[src/hdl/tsrc_pkg.sv]
// ----------------------------------------------------------------------------
// Text space-run compressor package
// Shared widths, character codes, register indexes and the result burst type.
// ----------------------------------------------------------------------------
package tsrc_pkg;

    localparam int BYTE_W  = 8;
    localparam int RUN_W   = 7;
    localparam int BURST_N = 4;
    localparam int CNT_W   = 3;
    localparam int IDX_W   = 2;

    localparam logic [BYTE_W-1:0] CH_SPACE = 8'h20;
    localparam logic [BYTE_W-1:0] CH_TAB   = 8'h09;
    localparam logic [BYTE_W-1:0] CH_LF    = 8'h0A;
    localparam logic [BYTE_W-1:0] CH_CR    = 8'h0D;

    localparam logic [RUN_W-1:0]  RUN_LIMIT_RST = 7'd127;
    localparam logic [BYTE_W-1:0] TAB_COUNT_RST = 8'd8;

    typedef enum logic [0:0] {
        REG_RUN_LIMIT = 1'b0,
        REG_TAB_COUNT = 1'b1
    } reg_index_t;

    // Up to four output bytes caused by one input byte, in send order.
    typedef struct packed {
        logic [BURST_N-1:0][BYTE_W-1:0] bytes;
        logic [CNT_W-1:0]               count;
    } burst_t;

endpackage

[src/hdl/tsrc_encode.sv]
// ----------------------------------------------------------------------------
// Text space-run compressor encoder
// Maps one input byte and the pending space count to its output burst.
// ----------------------------------------------------------------------------
module tsrc_encode
(
    input  logic [7:0]          data_byte,
    input  logic                is_last,
    input  logic [6:0]          space_run,
    input  logic [6:0]          run_limit,
    input  logic [7:0]          tab_space_count,
    output tsrc_pkg::burst_t    burst,
    output logic [6:0]          space_run_next
);

    logic                   is_space;
    logic [6:0]             run_inc;
    logic [6:0]             flush_run;
    logic                   do_flush;
    logic [1:0][7:0]        flush_bytes;
    logic [1:0]             flush_cnt;
    logic [1:0][7:0]        char_bytes;
    logic [1:0]             char_cnt;

    assign is_space = (data_byte == tsrc_pkg::CH_SPACE);
    assign run_inc  = space_run + 7'd1;

    // A space flushes the incremented run at the limit or at end of file;
    // any other byte flushes the run that was pending before it.
    always_comb
    begin
        if (is_space)
        begin
            flush_run      = run_inc;
            do_flush       = (run_inc >= run_limit) || is_last;
            space_run_next = do_flush ? 7'd0 : run_inc;
        end
        else
        begin
            flush_run      = space_run;
            do_flush       = 1'b1;
            space_run_next = 7'd0;
        end
    end

    always_comb
    begin
        flush_bytes = '0;
        flush_cnt   = 2'd0;
        if (do_flush)
        begin
            if (flush_run == 7'd1)
            begin
                flush_bytes[0] = tsrc_pkg::CH_SPACE;
                flush_cnt      = 2'd1;
            end
            else if (flush_run > 7'd1)
            begin
                flush_bytes[0] = tsrc_pkg::CH_TAB;
                flush_bytes[1] = {1'b0, flush_run};
                flush_cnt      = 2'd2;
            end
        end
    end

    always_comb
    begin
        char_bytes = '0;
        char_cnt   = 2'd0;
        if (data_byte > tsrc_pkg::CH_SPACE)
        begin
            char_bytes[0] = data_byte;
            char_cnt      = 2'd1;
        end
        else if (data_byte == tsrc_pkg::CH_LF)
        begin
            char_bytes[0] = tsrc_pkg::CH_CR;
            char_cnt      = 2'd1;
        end
        else if (data_byte == tsrc_pkg::CH_TAB)
        begin
            char_bytes[0] = tsrc_pkg::CH_TAB;
            char_bytes[1] = tab_space_count;
            char_cnt      = 2'd2;
        end
    end

    // Character bytes follow the flushed run bytes.
    always_comb
    begin
        burst.bytes = '0;
        case (flush_cnt)
            2'd0:
            begin
                burst.bytes[0] = char_bytes[0];
                burst.bytes[1] = char_bytes[1];
            end
            2'd1:
            begin
                burst.bytes[0] = flush_bytes[0];
                burst.bytes[1] = char_bytes[0];
                burst.bytes[2] = char_bytes[1];
            end
            2'd2:
            begin
                burst.bytes[0] = flush_bytes[0];
                burst.bytes[1] = flush_bytes[1];
                burst.bytes[2] = char_bytes[0];
                burst.bytes[3] = char_bytes[1];
            end
            default:
            begin
                burst.bytes = '0;
            end
        endcase
        burst.count = {1'b0, flush_cnt} + {1'b0, char_cnt};
    end

endmodule

[src/hdl/text_space_run_compressor_unit.sv]
// ----------------------------------------------------------------------------
// Text space-run compressor
// Compresses space runs in a text byte stream and converts control bytes.
// ----------------------------------------------------------------------------
//  Channel   Direction  Contents
//  s_axis    in         tdata: data_byte[7:0]; tlast: is_last
//  m_axis    out        tdata: out_byte[7:0];  tlast: run_end
//  cfg       in         index 0 run_limit[6:0], index 1 tab_space_count[7:0]
//
// An input byte is encoded in the cycle it is accepted and its burst of zero
// to four output bytes is loaded into the result register. The burst drains
// one byte per cycle while m_tready is high; a new input byte is taken in the
// same cycle as the last byte of the previous burst, so with m_tready high, the
// rate is one input per cycle when each byte yields at most one output.
// Reset clears the pending run and loads the register defaults.
module text_space_run_compressor_unit
(
    input  logic        clk,
    input  logic        rst_n,
    input  logic        s_tvalid,
    output logic        s_tready,
    input  logic [7:0]  s_tdata,    // [7:0] data_byte
    input  logic        s_tlast,
    output logic        m_tvalid,
    input  logic        m_tready,
    output logic [7:0]  m_tdata,    // [7:0] out_byte
    output logic        m_tlast,
    input  logic        cfg_we,
    input  logic [0:0]  cfg_index,
    input  logic [7:0]  cfg_data
);

    logic [6:0]             run_limit_reg;
    logic [7:0]             tab_count_reg;
    logic [6:0]             space_run_reg;
    logic [6:0]             space_run_next;
    tsrc_pkg::burst_t       enc_burst;
    logic [3:0][7:0]        burst_reg;
    logic [2:0]             count_reg;
    logic [1:0]             idx_reg;
    logic                   s_take;
    logic                   m_take;

    tsrc_encode u_encode
    (
        .data_byte       (s_tdata),
        .is_last         (s_tlast),
        .space_run       (space_run_reg),
        .run_limit       (run_limit_reg),
        .tab_space_count (tab_count_reg),
        .burst           (enc_burst),
        .space_run_next  (space_run_next)
    );

    assign m_tvalid = (count_reg != 3'd0);
    assign m_tdata  = burst_reg[idx_reg];
    assign m_tlast  = (({1'b0, idx_reg} + 3'd1) == count_reg);
    assign m_take   = m_tvalid && m_tready;
    assign s_tready = !m_tvalid || (m_take && m_tlast);
    assign s_take   = s_tvalid && s_tready;

    always_ff @(posedge clk or negedge rst_n)
    begin
        if (!rst_n)
        begin
            run_limit_reg <= tsrc_pkg::RUN_LIMIT_RST;
            tab_count_reg <= tsrc_pkg::TAB_COUNT_RST;
        end
        else if (cfg_we)
        begin
            case (cfg_index)
                tsrc_pkg::REG_RUN_LIMIT: run_limit_reg <= cfg_data[6:0];
                tsrc_pkg::REG_TAB_COUNT: tab_count_reg <= cfg_data;
                default:                 run_limit_reg <= run_limit_reg;
            endcase
        end
    end

    always_ff @(posedge clk or negedge rst_n)
    begin
        if (!rst_n)
        begin
            space_run_reg <= '0;
            count_reg     <= '0;
            idx_reg       <= '0;
        end
        else if (s_take)
        begin
            space_run_reg <= space_run_next;
            count_reg     <= enc_burst.count;
            idx_reg       <= '0;
        end
        else if (m_take)
        begin
            if (m_tlast)
            begin
                count_reg <= '0;
                idx_reg   <= '0;
            end
            else
            begin
                idx_reg <= idx_reg + 2'd1;
            end
        end
    end

    always_ff @(posedge clk)
    begin
        if (s_take)
        begin
            burst_reg <= enc_burst.bytes;
        end
    end

endmodule

[config.mk]
export PLATFORM = sky130hd
export DESIGN_NAME = text_space_run_compressor_unit
export DESIGN_NICKNAME = d
export VERILOG_FILES = /design/src/hdl/tsrc_pkg.sv /design/src/hdl/tsrc_encode.sv /design/src/hdl/text_space_run_compressor_unit.sv
export SDC_FILE = /design/constraint.sdc
export NUM_CORES = 1
export LEC_CHECK = 0
export CAP_MARGIN = 20
export CORE_MARGIN = 2
export CORE_UTILIZATION = 40
export CTS_BUF_LIST = sky130_fd_sc_hd__clkbuf_4 sky130_fd_sc_hd__clkbuf_8
export CTS_CLUSTER_DIAMETER = 200
export CTS_CLUSTER_SIZE = 8
export DETAILED_ROUTE_END_ITERATION = 16
export DONT_BUFFER_PORTS = 1
export SLEW_MARGIN = 20
export SYNTH_ARGS = -nofsm -noshare
export SYNTH_HDL_FRONTEND = slang
export SYNTH_SLANG_ARGS = --single-unit
[constraint.sdc]
create_clock -name clk -period 7.5 [get_ports clk]
set_input_delay 0.75 -clock clk [delete_from_list [all_inputs] [get_ports clk]]
set_output_delay 0.75 -clock clk [all_outputs]
set_load 0.05 [all_outputs]
* Word level (Yosys, flattened, before mapping)
Cells that the tools add are included.
Operators by class: $lt $le $gt $ge 4, bitwise logic cells 1, add/subtract/negate cells 4, reductions and logical operators 13, equality and inequality tests 7, multiplexer cells 29
Operators with widths (number):
- $mux W8 | 6
- $pmux W16 S3 | 1
- $mux W16 | 2
- $mux W7 | 4
- $mux W2 | 9
- $bmux W8 S2 | 1
- $eq A8 B4 Y1 const B | 2
- $pmux W8 S2 | 1
- $mux W15 | 1
- $mux W3 | 3
- $eq A8 B6 Y1 const B | 1
- $gt A8 B6 Y1 const B | 1
- $add A7 B1 Y7 const B | 1
- $eq A7 B1 Y1 const B | 1
- $ge A7 B7 Y1 | 1
- $gt A7 B1 Y1 const B | 1
- $reduce_and A2 Y1 | 3
- $reduce_bool A2 Y1 | 2
- $add A2 B1 Y3 const B | 1
- $add A2 B2 Y3 | 1
- $eq A3 B3 Y1 | 1
- $logic_and A1 B1 Y1 | 3
- $lt A2 B3 Y1 const B | 1
- $reduce_bool A3 Y1 | 1
- 8 further kinds | 9
Word-level totals: word-level logic and storage cells 67, bits of input ports 23, output and inout port bits 11, flip-flop bits (word level) 59

* Logic depth before layout (Yosys ltp)
Gate-level depths: netlist of the first run.
depth after elaboration 8, gate-level depth with buffers 14, gate-level depth less buffers 12

* By module
Synthesis of the first run repeated with hierarchy kept, for this count alone.
Unflattened totals: cell total of the unflattened synthesis 329, area, all modules 3627.2 sq um
Modules (own cells, without submodules):
- text_space_run_compressor_unit | area an instance 2338.5 sq um, times used 1, sequential area each 1646.6 sq um, cells each 130
- tsrc_encode | area an instance 1288.7 sq um, times used 1, sequential area each 0.0 sq um, cells each 199

* Worst setup path after synthesis of the first run
No wires, ideal clock.
path type reg-to-reg, start register idx_reg[0], end register space_run_reg[5], path slack 3.412 ns, buffers on the path 1, required time 7.379 ns, period minus slack after synthesis 4.088 ns, library setup time 0.121 ns, stages on the path, launching flop included 10, arrival time 3.967 ns, path through dfrtp_1 -> ha_1 -> xor2_1 -> nor3_1 -> nand2_1 -> a21bo_2 -> clkbuf_1 -> inv_1 -> o21ai_0 -> a22o_1
Between the ends: longest elaborated chain between the ends 5
RTL lines:
- start, declared | RTL line text_space_run_compressor_unit.sv:40 | logic [1:0] idx_reg;
- start signal, assigned | RTL line text_space_run_compressor_unit.sv:102 | idx_reg <= idx_reg + 2'd1;
- $add A2 B1 Y3 | RTL line text_space_run_compressor_unit.sv:57 | assign m_tlast = (({1'b0, idx_reg} + 3'd1) == count_reg);
- $eq A3 B3 Y1 | RTL line text_space_run_compressor_unit.sv:57
- net m_tlast | RTL line text_space_run_compressor_unit.sv:27 | output logic m_tlast,
- $logic_and A1 B1 Y1 | RTL line text_space_run_compressor_unit.sv:59 | assign s_tready = !m_tvalid || (m_take && m_tlast);
- $logic_or A1 B1 Y1 | RTL line text_space_run_compressor_unit.sv:59
- $logic_and A1 B1 Y1 | RTL line text_space_run_compressor_unit.sv:60 | assign s_take = s_tvalid && s_tready;
- net s_take | RTL line text_space_run_compressor_unit.sv:41 | logic s_take;
- end signal, assigned | RTL line text_space_run_compressor_unit.sv:89 | space_run_reg <= space_run_next;
- end, declared | RTL line text_space_run_compressor_unit.sv:35 | logic [6:0] space_run_reg;
The timed path passes the listed nets, and every way through them passes these cells. A chain may end at the register's enable or synchronous reset.

* Worst setup path in the final report of the first run
start register idx_reg[0], end register burst_reg[21] in the netlist's numbering, enable pin
Between the ends: longest elaborated chain between the ends 5
RTL lines:
- $add A2 B1 Y3 | RTL line text_space_run_compressor_unit.sv:57
- $eq A3 B3 Y1 | RTL line text_space_run_compressor_unit.sv:57
- net m_tlast | RTL line text_space_run_compressor_unit.sv:27
- $logic_and A1 B1 Y1 | RTL line text_space_run_compressor_unit.sv:59
- $logic_or A1 B1 Y1 | RTL line text_space_run_compressor_unit.sv:59
- $logic_and A1 B1 Y1 | RTL line text_space_run_compressor_unit.sv:60
- net s_take | RTL line text_space_run_compressor_unit.sv:41
- end signal, assigned | RTL line text_space_run_compressor_unit.sv:111 | burst_reg <= enc_burst.bytes;
- end, declared | RTL line text_space_run_compressor_unit.sv:38 | logic [3:0][7:0] burst_reg;
The timed path passes the listed nets, and every way through them passes these cells.

==> results of run 1 <==
[through the flow]
step	setup slack [ns]	util (%)
after floorplan	3.41	-
after global placement	3.59	42.2
after detailed placement	3.51	42.2
after CTS	3.49	44.4
after global routing	3.34	44.4
final	3.57	44.4
[cells by family after synthesis]
group                      Yosys count  synth area share (%)
and+or+nand+nor                    105                  15.9
AOI/OAI and AO/OA                   70                  14.1
adders and majority gates            9                  3.52
muxes                               24                  10.4
xor gates and xnor gates            15                  3.85
DFF                                 59                  48.2
buffers and inverters               30                  4.03
[cell usage after synthesis, drive strengths merged, types with 2 or more instances]
library cell and number:
nor2b 4, xnor2 10, or3 2, mux2 13, nand2 33, mux4 8, o21ai 26, a22o 6
a21oi 9, nand2b 3, dfstp 8, nor4 4, o31ai 2, nor3 5, ha 8, nand4 6
inv 12, and4 2, xor2 5, a32o 3, mux2i 3, o2bb2ai 4, dfrtp 19, a211oi 3
nand3 7, edfxtp 32, o211ai 2, nor2 28, buf 13, a21o 3, clkbuf 5, and2 3
[per-layer routing]
| metal | global-route usage (%) | vias to the layer above | routed length [um] | share of wire (%) |
|---|---|---|---|---|
| li1 | - | 1150 | - | - |
| met2 | 27.8 | 74 | 3490 | 46 |
| met1 | 25.0 | 1177 | 3590 | 48 |
| met5 | 0 | - | 0 | 0 |
| met4 | 5.40 | 0 | 92 | 1.2 |
| met3 | 4.89 | 8 | 374 | 5.0 |
[worst register-to-register path, stage by stage, from the launching register on]
cell,delay (ns)
dfrtp_1,0.76
ha_1,0.37
xor2_1,0.17
nor3_2,0.81
nand2_1,0.28
a21bo_2,0.34
inv_1,0.47
buf_4,0.39
[layout by cell type (no fill, tap or decap), types with 7 or more instances in the layout]
| cell | count |
|---|---|
| dfrtp_1 | 19 |
| xnor2_1 | 10 |
| mux4_2 | 8 |
| nand3_1 | 7 |
| inv_1 | 12 |
| mux2_2 | 13 |
| dfstp_2 | 8 |
| edfxtp_1 | 32 |
| o21ai_0 | 25 |
| ha_1 | 8 |
| clkbuf_8 | 9 |
| a21oi_1 | 8 |
| nor2_1 | 27 |
| nand2_1 | 33 |
[final timing paths]
path / endpoint / slack, ns / cells past startpoint
max in group asynchronous: run_limit_reg[5] / 7.22 / 0
min: tab_count_reg[1] / 0.10 / 0
max reg2reg: burst_reg[21] / 3.57 / 7
min in group clk: run_limit_reg[5] / 0.51 / 2
max: burst_reg[21] / 3.57 / 7
min reg2reg: run_limit_reg[5] / 0.51 / 2
[final cells by class]
cell class / instances / area share (%)
clock inverters: 6 / 1.53
flip-flops and latches: 59 / 44.9
clock buffers: 10 / 3.58
repair buffers: 3 / 0.614
inverters: 12 / 1.23
well taps: 105 / 3.58
multi-input cells: 223 / 44.6
[power by group through the flow]
stage | logic [mW] | registers, mW | clock network (mW)
2_1_floorplan | 0.334 | 0.460 | 0
3_3_place_gp | 0.355 | 0.487 | 0
3_5_place_dp | 0.358 | 0.491 | 0
4_1_cts | 0.359 | 0.485 | 0.283
5_1_grt | 0.377 | 0.493 | 0.297
6_report | 0.355 | 0.482 | 0.274
==> flow_metrics.env, run 1 <==
export IMPL_cts_resized=0
export IMPL_insertion_delay_ns=0.34
export IMPL_grt_overflow=0
export IMPL_p_sw_share_pct=38.4
export IMPL_grt_pass1_wl_um=12400
export IMPL_rsz0062_at_grt="false"
export IMPL_syn_area_um2=3420
export IMPL_cp_required_ns=7.52
export IMPL_wl_per_cell_um=18.1
export IMPL_place_area_um2=3480
export IMPL_switchingPower_mw=0.427
export IMPL_die_w_um=96.4
export IMPL_maxSlewHeadroom_pct=33.5
export IMPL_hold_viol_final=0
export IMPL_synth_edf_count=32
export IMPL_yosys_area_top_type="edfxtp_1"
export IMPL_netlist_instances=312
export IMPL_clock_sinks=59
export IMPL_die_y_um=96.4
export IMPL_setup_viol=0
export IMPL_internal_power_mw=0.685
export IMPL_worstPathArrival_ns=3.94
export IMPL_antenna_cells=0
export IMPL_antenna_found_initial=0
export IMPL_ys_types=62
export IMPL_synth_ff_type="edfxtp_1"
export IMPL_vias=2409
export IMPL_design_area_um2=3670
export IMPL_tightestPinTransition_ns=0.992
export IMPL_portBuffers=0
export IMPL_fp_row_count=33
export IMPL_power_density_nw_per_um2=303
export IMPL_seqCellArea_um2=1650
export IMPL_cpMaxStageDelayCell="nor3_2"
export IMPL_timing_fmax_mhz=255
export IMPL_start_kind="flip-flop"
export IMPL_outcome="finished, final reports clean"
export IMPL_crit_path_max_incr_delay_ns=0.81
export IMPL_start_util_pct=41.4
export IMPL_netlist_area_leader_share_pct=28.1
export IMPL_drive_above_1_share_pct=17.9
export IMPL_hp_class="input pin to asynchronous set/reset pin"
export IMPL_fin_crit_sh_pct=52.3
export IMPL_grt_pass1_vias=2395
export IMPL_total_power_mw=1.11
export IMPL_fin_crit_ns=3.93
export IMPL_worst_path_max_fanout=21
export IMPL_path_cells="ha_1 -> xor2_1 -> nor3_2 -> nand2_1 -> a21bo_2 -> inv_1 -> buf_4"
export IMPL_worstPathBufferInverterCount=2
export IMPL_ctsHoldBuffers=0
export IMPL_fin_setup_tns_ns=0
export IMPL_multi_input_area_um2=1640
export IMPL_synthArstFlopShare_pct=45.8
export IMPL_drtIter0Drc=134
export IMPL_grt_usage_pct=18.0
export IMPL_clk_path_buf_depth=2
export IMPL_dr_pass1_iters=4
export IMPL_maxCapViolCount=0
export IMPL_startpoint="idx_reg[0]"
export IMPL_r2r_start="idx_reg[0]"
export IMPL_worst_path_dominant_cell_family="simple AND/OR/NAND/NOR gates"
export IMPL_tritoncts="yes"
export IMPL_dieArea_um2=9290
export IMPL_yosysSeqAreaShare_pct=48.2
export IMPL_grt_max_degree=28
export IMPL_dpl_hpwl_um=5610
export IMPL_whs_ns=0.104
export IMPL_syn_avg_cell_area_um2=10.9
export IMPL_instances_no_fill=418
export IMPL_ys_top_cells_by_area="edfxtp_1 (28%), dfrtp_1 (14%), dfstp_2 (6.2%)"
export IMPL_finalWeightedCongestion=0.890
export IMPL_syn_to_final_growth_pct=7.44
export IMPL_irDropWorstVdd_v=0.000124
export IMPL_core_um2=8260
export IMPL_nFillCells=778
export IMPL_vias_per_cell=5.76
export IMPL_critPathKind="flip-flop to flip-flop"
export IMPL_clkPwrFrac_pct=24.7
export IMPL_worst_clock_skew_ns=0.0109
export IMPL_report_final_slew_viol_count=0
export IMPL_p_leak_nw=1.37
export IMPL_combPwrFrac_pct=32.0
export IMPL_clk_pin_slew_worst_paths_ns=0.06
export IMPL_nets=340
export IMPL_syn_nets=344
export IMPL_htreeDepth=3
export IMPL_seq_power_share_pct=43.4
export IMPL_end_kind="flip-flop"
export IMPL_largest_register_ffs=32
export IMPL_routed_wl_um=7550
export IMPL_top_level_ports=34
export IMPL_clockRootBuffer="clkbuf_8"
export IMPL_ant_nets=0
export IMPL_post_cts_setup_buffers=0
export IMPL_place_inst=402
export IMPL_yosysWarnings=0
export IMPL_yosys_register_bits=59
export IMPL_drc=0
export IMPL_cts_buffers=9
Note: power is estimated with default switching activity, not from simulation.
==> inputs of run 2 (changes only) <==
==> constraint.sdc (replaced) <==
create_clock -name clk -period 3.75 [get_ports clk]
set_input_delay 0.375 -clock clk [delete_from_list [all_inputs] [get_ports clk]]
set_output_delay 0.375 -clock clk [all_outputs]
set_load 0.05 [all_outputs]
==> run 2 against run 1 <==
Compared with the run above: first-iteration DRC count shrank 9.0%; combinational power grew 120%; worst hold slack gained 0.034 ns; clock skew shrank 0.0026 ns; flip-flop and latch count is the same; final cell count grew 2.6%; critical path depth grew 5; register-to-register slack lost 3.2 ns; count of clock-buffer cells in the layout grew 4.
==> flow_metrics.env, run 2 (same netlist as run 1, synthesis figures left out) <==
export IMPL_insertion_delay_ns=0.34
export IMPL_fin_crit_ns=3.33
export IMPL_vias_per_cell=5.65
export IMPL_finalWeightedCongestion=0.891
export IMPL_nets=351
export IMPL_cts_buffers=9
export IMPL_post_cts_setup_buffers=0
export IMPL_drive_above_1_share_pct=21.0
export IMPL_p_leak_nw=1.44
export IMPL_cts_resized=0
export IMPL_grt_pass1_vias=2342
export IMPL_clk_path_buf_depth=2
export IMPL_clock_sinks=59
export IMPL_fin_crit_sh_pct=88.7
export IMPL_antenna_found_initial=0
export IMPL_irDropWorstVdd_v=0.000164
export IMPL_outcome="finished, final reports clean"
export IMPL_core_um2=8260
export IMPL_fp_row_count=33
export IMPL_fin_setup_tns_ns=0
export IMPL_tritoncts="yes"
export IMPL_grt_usage_pct=17.8
export IMPL_dpl_hpwl_um=5790
export IMPL_cp_required_ns=3.97
export IMPL_hp_class="input pin to flip-flop"
export IMPL_r2r_slack_ns=0.42
export IMPL_maxSlewHeadroom_pct=50.8
export IMPL_dr_pass1_iters=4
export IMPL_wl_per_cell_um=17.9
export IMPL_die_w_um=96.4
export IMPL_power_density_nw_per_um2=611
export IMPL_worst_clock_skew_ns=0.00824
export IMPL_critPathKind="flip-flop to flip-flop"
export IMPL_grt_overflow=0
export IMPL_tightestPinTransition_ns=0.737
export IMPL_drtIter0Drc=122
export IMPL_grt_max_degree=28
export IMPL_nFillCells=771
export IMPL_routed_wl_um=7670
export IMPL_instances_no_fill=429
export IMPL_place_inst=411
export IMPL_path_cells="and4_1 -> nor3b_1 -> nor2_1 -> inv_1 -> ha_1 -> nand3_1 -> or2_2 -> o22a_1 -> o2111a_1 -> or3_4 -> fa_1 -> o21ai_0"
export IMPL_antenna_cells=0
export IMPL_maxCapViolCount=0
export IMPL_start_kind="flip-flop"
export IMPL_whs_ns=0.138
export IMPL_clockRootBuffer="clkbuf_8"
export IMPL_timing_fmax_mhz=301
export IMPL_worstPathArrival_ns=3.55
export IMPL_htreeDepth=3
export IMPL_drc=0
export IMPL_worst_path_dominant_cell_family="simple AND/OR/NAND/NOR gates"
export IMPL_hold_viol_final=0
export IMPL_end_kind="flip-flop"
export IMPL_layout_common_cells="nand2_1 (33), edfxtp_1 (32), nor2_1 (27)"
export IMPL_grt_pass1_wl_um=12100
export IMPL_start_util_pct=41.4
export IMPL_die_y_um=96.4
export IMPL_total_power_mw=2.31
export IMPL_report_final_slew_viol_count=0
export IMPL_rsz0062_at_grt="false"
export IMPL_syn_to_final_growth_pct=10.7
export IMPL_mostFrequentLayoutCell="nand2_1"
export IMPL_ant_nets=0
export IMPL_worstPathBufferInverterCount=1
export IMPL_setup_viol=0
export IMPL_portBuffers=0
export IMPL_clk_pin_slew_worst_paths_ns=0.07
export IMPL_dieArea_um2=9290
export IMPL_crit_path_max_incr_delay_ns=0.55
export IMPL_cpMaxStageDelayCell="dfrtp_1"
export IMPL_vias=2422
export IMPL_worst_path_max_fanout=10
export IMPL_ctsHoldBuffers=2
export IMPL_largest_register_ffs=32
export IMPL_top_level_ports=34
## run 2: layer usage
layer	GRT usage [%]	up-vias	wire length, um
met4	7.16	0	139
met2	28.0	57	3520
met5	0	-	0
li1	-	1172	-
met1	22.5	1180	3440
met3	6.13	13	561
## run 2: final cells by class
type / count / area (um2) / share of cell area, %
tap: 105 / 131 / 3.47
multi-input combinational: 223 / 1640 / 43.3
clock buffer: 14 / 168 / 4.43
clock inverter: 2 / 35.0 / 0.926
sequential: 59 / 1650 / 43.5
inverter: 12 / 45.0 / 1.19
timing repair buffer: 14 / 120 / 3.18
## run 2: power by group
group	leakage (nW)	internal (mW)	switching [mW]
Sequential	0.636	0.869	0.0649
Clock	0.108	0.354	0.236
Combinational	0.698	0.225	0.561
## run 2: worst paths after layout
path,cells past startpoint,startpoint,to
max in group asynchronous,2,rst_n,run_limit_reg[6]
min in group asynchronous,2,rst_n,space_run_reg[6]
min,2,cfg_data[4],run_limit_reg[4]
max,12,space_run_reg[3],count_reg[1]
max reg2reg,12,space_run_reg[3],count_reg[1]
min reg2reg,2,run_limit_reg[2],run_limit_reg[2]
## run 2: through the flow
stage          setup slack, ns  util (%)  area (um2)
6_report                 0.424      45.8        3780
5_1_grt                  0.157      45.8        3780
4_1_cts                  0.433      45.8        3780
3_5_place_dp             0.431      43.0        3550
3_3_place_gp             0.572      43.0        3550
2_1_floorplan            0.218         -        3420
## run 2: worst register-to-register path: cells and delay by family, from the launching register on
kind | cells | cell delay, ns
flip-flops | 1 | 0.55
AO/OA/AOI/OAI | 3 | 0.42
AND/OR/NAND/NOR | 6 | 1.57
adder cells (fa/ha/maj) | 2 | 0.61
buffers and inverters | 1 | 0.07
==> inputs of run 3 (changes only) <==
--- a/config.mk
+++ b/config.mk
@@ -16,4 +16,5 @@
 export SLEW_MARGIN = 20
 export SYNTH_ARGS = -nofsm -noshare
 export SYNTH_HDL_FRONTEND = slang
+export SYNTH_HIERARCHICAL = 1
 export SYNTH_SLANG_ARGS = --single-unit
==> constraint.sdc (replaced) <==
create_clock -name clk -period 3.15 [get_ports clk]
set_input_delay 0.315 -clock clk [delete_from_list [all_inputs] [get_ports clk]]
set_output_delay 0.315 -clock clk [all_outputs]
set_load 0.05 [all_outputs]
==> run 3 against run 2 <==
Compared with the run above: flip-flop and latch count did not move; highest routed layer unchanged; sequential power increased by 19%; the run now ends with setup timing left; setup slack got worse by 0.70 ns; via count rose by 19%.
==> flow_metrics.env, run 3 <==
export IMPL_p_sw_share_pct=39.3
export IMPL_ys_top_cells_by_area="edfxtp_1 (26%), dfrtp_1 (13%), mux2_2 (6.8%)"
export IMPL_crit_path_max_incr_delay_ns=0.43
export IMPL_critPathKind="flip-flop to flip-flop"
export IMPL_nets=420
export IMPL_fp_row_count=34
export IMPL_ys_types=60
export IMPL_clk_pin_slew_worst_paths_ns=0.06
export IMPL_p_leak_nw=1.90
export IMPL_wl_per_cell_um=18.9
export IMPL_tritoncts="yes"
export IMPL_worst_clock_skew_ns=0.00600
export IMPL_seqCellArea_um2=1650
export IMPL_ant_nets=0
export IMPL_timing_fmax_mhz=292
export IMPL_synth_most_common_cell="edfxtp_1"
export IMPL_die_w_um=99.2
export IMPL_instances_no_fill=496
export IMPL_syn_nets=366
export IMPL_outcome="finished, violations left"
export IMPL_synthArstFlopShare_pct=45.8
export IMPL_top_level_ports=34
export IMPL_layout_common_cells="buf_4 (58), edfxtp_1 (32), nor2_1 (23)"
export IMPL_tightestPinTransition_ns=0.634
export IMPL_synthTopCellsByCount="edfxtp_1 (32), nor2_1 (25), nand2_1 (23)"
export IMPL_antenna_found_initial=0
export IMPL_drc=0
export IMPL_finalWeightedCongestion=0.904
export IMPL_drtIter0Drc=186
export IMPL_nFillCells=757
export IMPL_mostFrequentLayoutCell="buf_4"
export IMPL_worstPathArrival_ns=3.65
export IMPL_maxCapViolCount=0
export IMPL_seq_power_share_pct=38.8
export IMPL_worst_path_max_fanout=4
export IMPL_clockRootBuffer="clkbuf_8"
export IMPL_maxSlewHeadroom_pct=57.8
export IMPL_portBuffers=0
export IMPL_yosys_register_bits=59
export IMPL_yosysSeqAreaShare_pct=45.4
export IMPL_start_kind="flip-flop"
export IMPL_cpMaxStageDelayCell="or4_4"
export IMPL_hold_viol_final=0
export IMPL_antenna_cells=0
export IMPL_end_kind="flip-flop"
export IMPL_netlist_instances=329
export IMPL_dpl_hpwl_um=7080
export IMPL_insertion_delay_ns=0.35
export IMPL_irDropWorstVdd_v=0.000379
export IMPL_setup_viol=17
export IMPL_grt_max_degree=28
export IMPL_report_final_slew_viol_count=0
export IMPL_clkPwrFrac_pct=23.3
export IMPL_multi_input_area_um2=2180
export IMPL_combPwrFrac_pct=38.0
export IMPL_grt_overflow=0
export IMPL_start_util_pct=41.4
export IMPL_place_inst=469
export IMPL_internal_power_mw=1.74
export IMPL_fin_crit_sh_pct=109
export IMPL_yosysWarnings=6
export IMPL_dr_pass1_iters=4
export IMPL_hp_class="input pin to flip-flop"
export IMPL_syn_area_um2=3630
export IMPL_yosys_area_top_type="edfxtp_1"
export IMPL_cts_buffers=9
export IMPL_grt_pass1_vias=2934
export IMPL_die_y_um=99.2
export IMPL_core_um2=8760
export IMPL_htreeDepth=3
export IMPL_grt_usage_pct=20.5
export IMPL_vias=2874
export IMPL_synth_ff_type="edfxtp_1"
export IMPL_cp_common_cell="ha_4"
export IMPL_clock_sinks=59
export IMPL_design_area_um2=4720
export IMPL_netlist_area_leader_share_pct=26.5
export IMPL_place_area_um2=4290
export IMPL_rsz0062_at_grt="true"
export IMPL_path_cells="ha_4 -> nand4_1 -> or2_4 -> xnor2_4 -> ha_4 -> or3_4 -> a31oi_4 -> nor2_4 -> ha_4 -> nand2b_4 -> or4_4 -> a2111oi_4 -> a311o_1"
export IMPL_violations="setup timing"
export IMPL_cp_required_ns=3.37
export IMPL_worstPathBufferInverterCount=0
export IMPL_worst_path_dominant_cell_family="simple AND/OR/NAND/NOR gates"
export IMPL_syn_avg_cell_area_um2=11.0
export IMPL_largest_register_ffs=32
export IMPL_dieArea_um2=9850
export IMPL_routed_wl_um=9400
export IMPL_worst_slack_ns=-0.280
export IMPL_grt_pass1_wl_um=15300
export IMPL_power_density_nw_per_um2=606
export IMPL_vias_per_cell=5.79
export IMPL_synth_edf_count=32
export IMPL_fin_crit_ns=3.43
export IMPL_drive_above_1_share_pct=45.4
export IMPL_clk_path_buf_depth=2
export IMPL_syn_to_final_growth_pct=30.3
export IMPL_switchingPower_mw=1.13
==> run 3: routing by layer <==
layer | global-route usage (%) | vias up | wire length [um] | share of wire, %
li1 | - | 1349 | - | -
met5 | 0 | - | 0 | 0
met1 | 26.7 | 1398 | 4130 | 44
met2 | 32.1 | 111 | 4470 | 48
met3 | 6.18 | 16 | 612 | 6.5
met4 | 8.43 | 0 | 184 | 2.0
==> run 3: area by class of cell <==
class	instances	area share [%]
timing repair buffer	63	10.8
tap	108	2.86
clock inverter	6	1.19
inverter	18	1.43
clock buffer	10	2.78
multi-input combinational	232	46.1
sequential	59	34.9
==> run 3: timing repair <==
action                                 CTS  global route
hold buffers                             2             0
pin swaps                                6             3
gates resized for setup                 26             4
setup buffers                            9             1
setup endpoints to repair               19            26
cloned                                   0             0
endpoints found under the hold margin   27             0
==> run 3: worst paths after layout <==
path / cells past startpoint / from / endpoint / slack, ns
worst max-delay path: 13 / space_run_reg[1] / burst_reg[12] / -0.28
worst min-delay path: 1 / cfg_data[1] / tab_count_reg[1] / 0.11
worst max register to register: 13 / space_run_reg[1] / burst_reg[12] / -0.28
worst min register to register: 1 / run_limit_reg[3] / run_limit_reg[3] / 0.62
max in group asynchronous: 2 / rst_n / tab_count_reg[3] / 2.51
min in group asynchronous: 2 / rst_n / space_run_reg[4] / 0.41
==> run 3: kinds of logic after synthesis <==
logic type,after synthesis,synth area share [%]
flops,59,45.4
compound gates,61,13.7
simple gates,115,16.9
fa+ha+maj,14,5.04
xor+xnor,8,1.93
buf+inv,38,4.10
mux,34,12.9
==> run 3: power by group through the flow <==
stage                     logic (mW)  registers (mW)  clock network (mW)
final                           1.09            1.11               0.667
after global routing            1.15            1.13               0.720
after CTS                       1.09            1.11               0.680
after detailed placement        1.07            1.12                   0
after global placement          1.05            1.12                   0
after floorplan                0.878            1.09                   0
==> run 3: metrics by stage <==
step / util (%) / setup TNS, ns / worst slack [ns] / hold WS (ns) / power (mW)
2_1_floorplan: - / -1.73 / -0.346 / 0.0194 / 1.97
3_3_place_gp: 48.9 / -3.54 / -0.300 / 0.0205 / 2.17
3_5_place_dp: 48.9 / -4.42 / -0.388 / 0.0204 / 2.19
4_1_cts: 53.6 / -1.61 / -0.271 / 0.0998 / 2.88
5_1_grt: 53.9 / -4.25 / -0.395 / 0.0881 / 3.00
6_report: 53.9 / -1.85 / -0.280 / 0.112 / 2.86
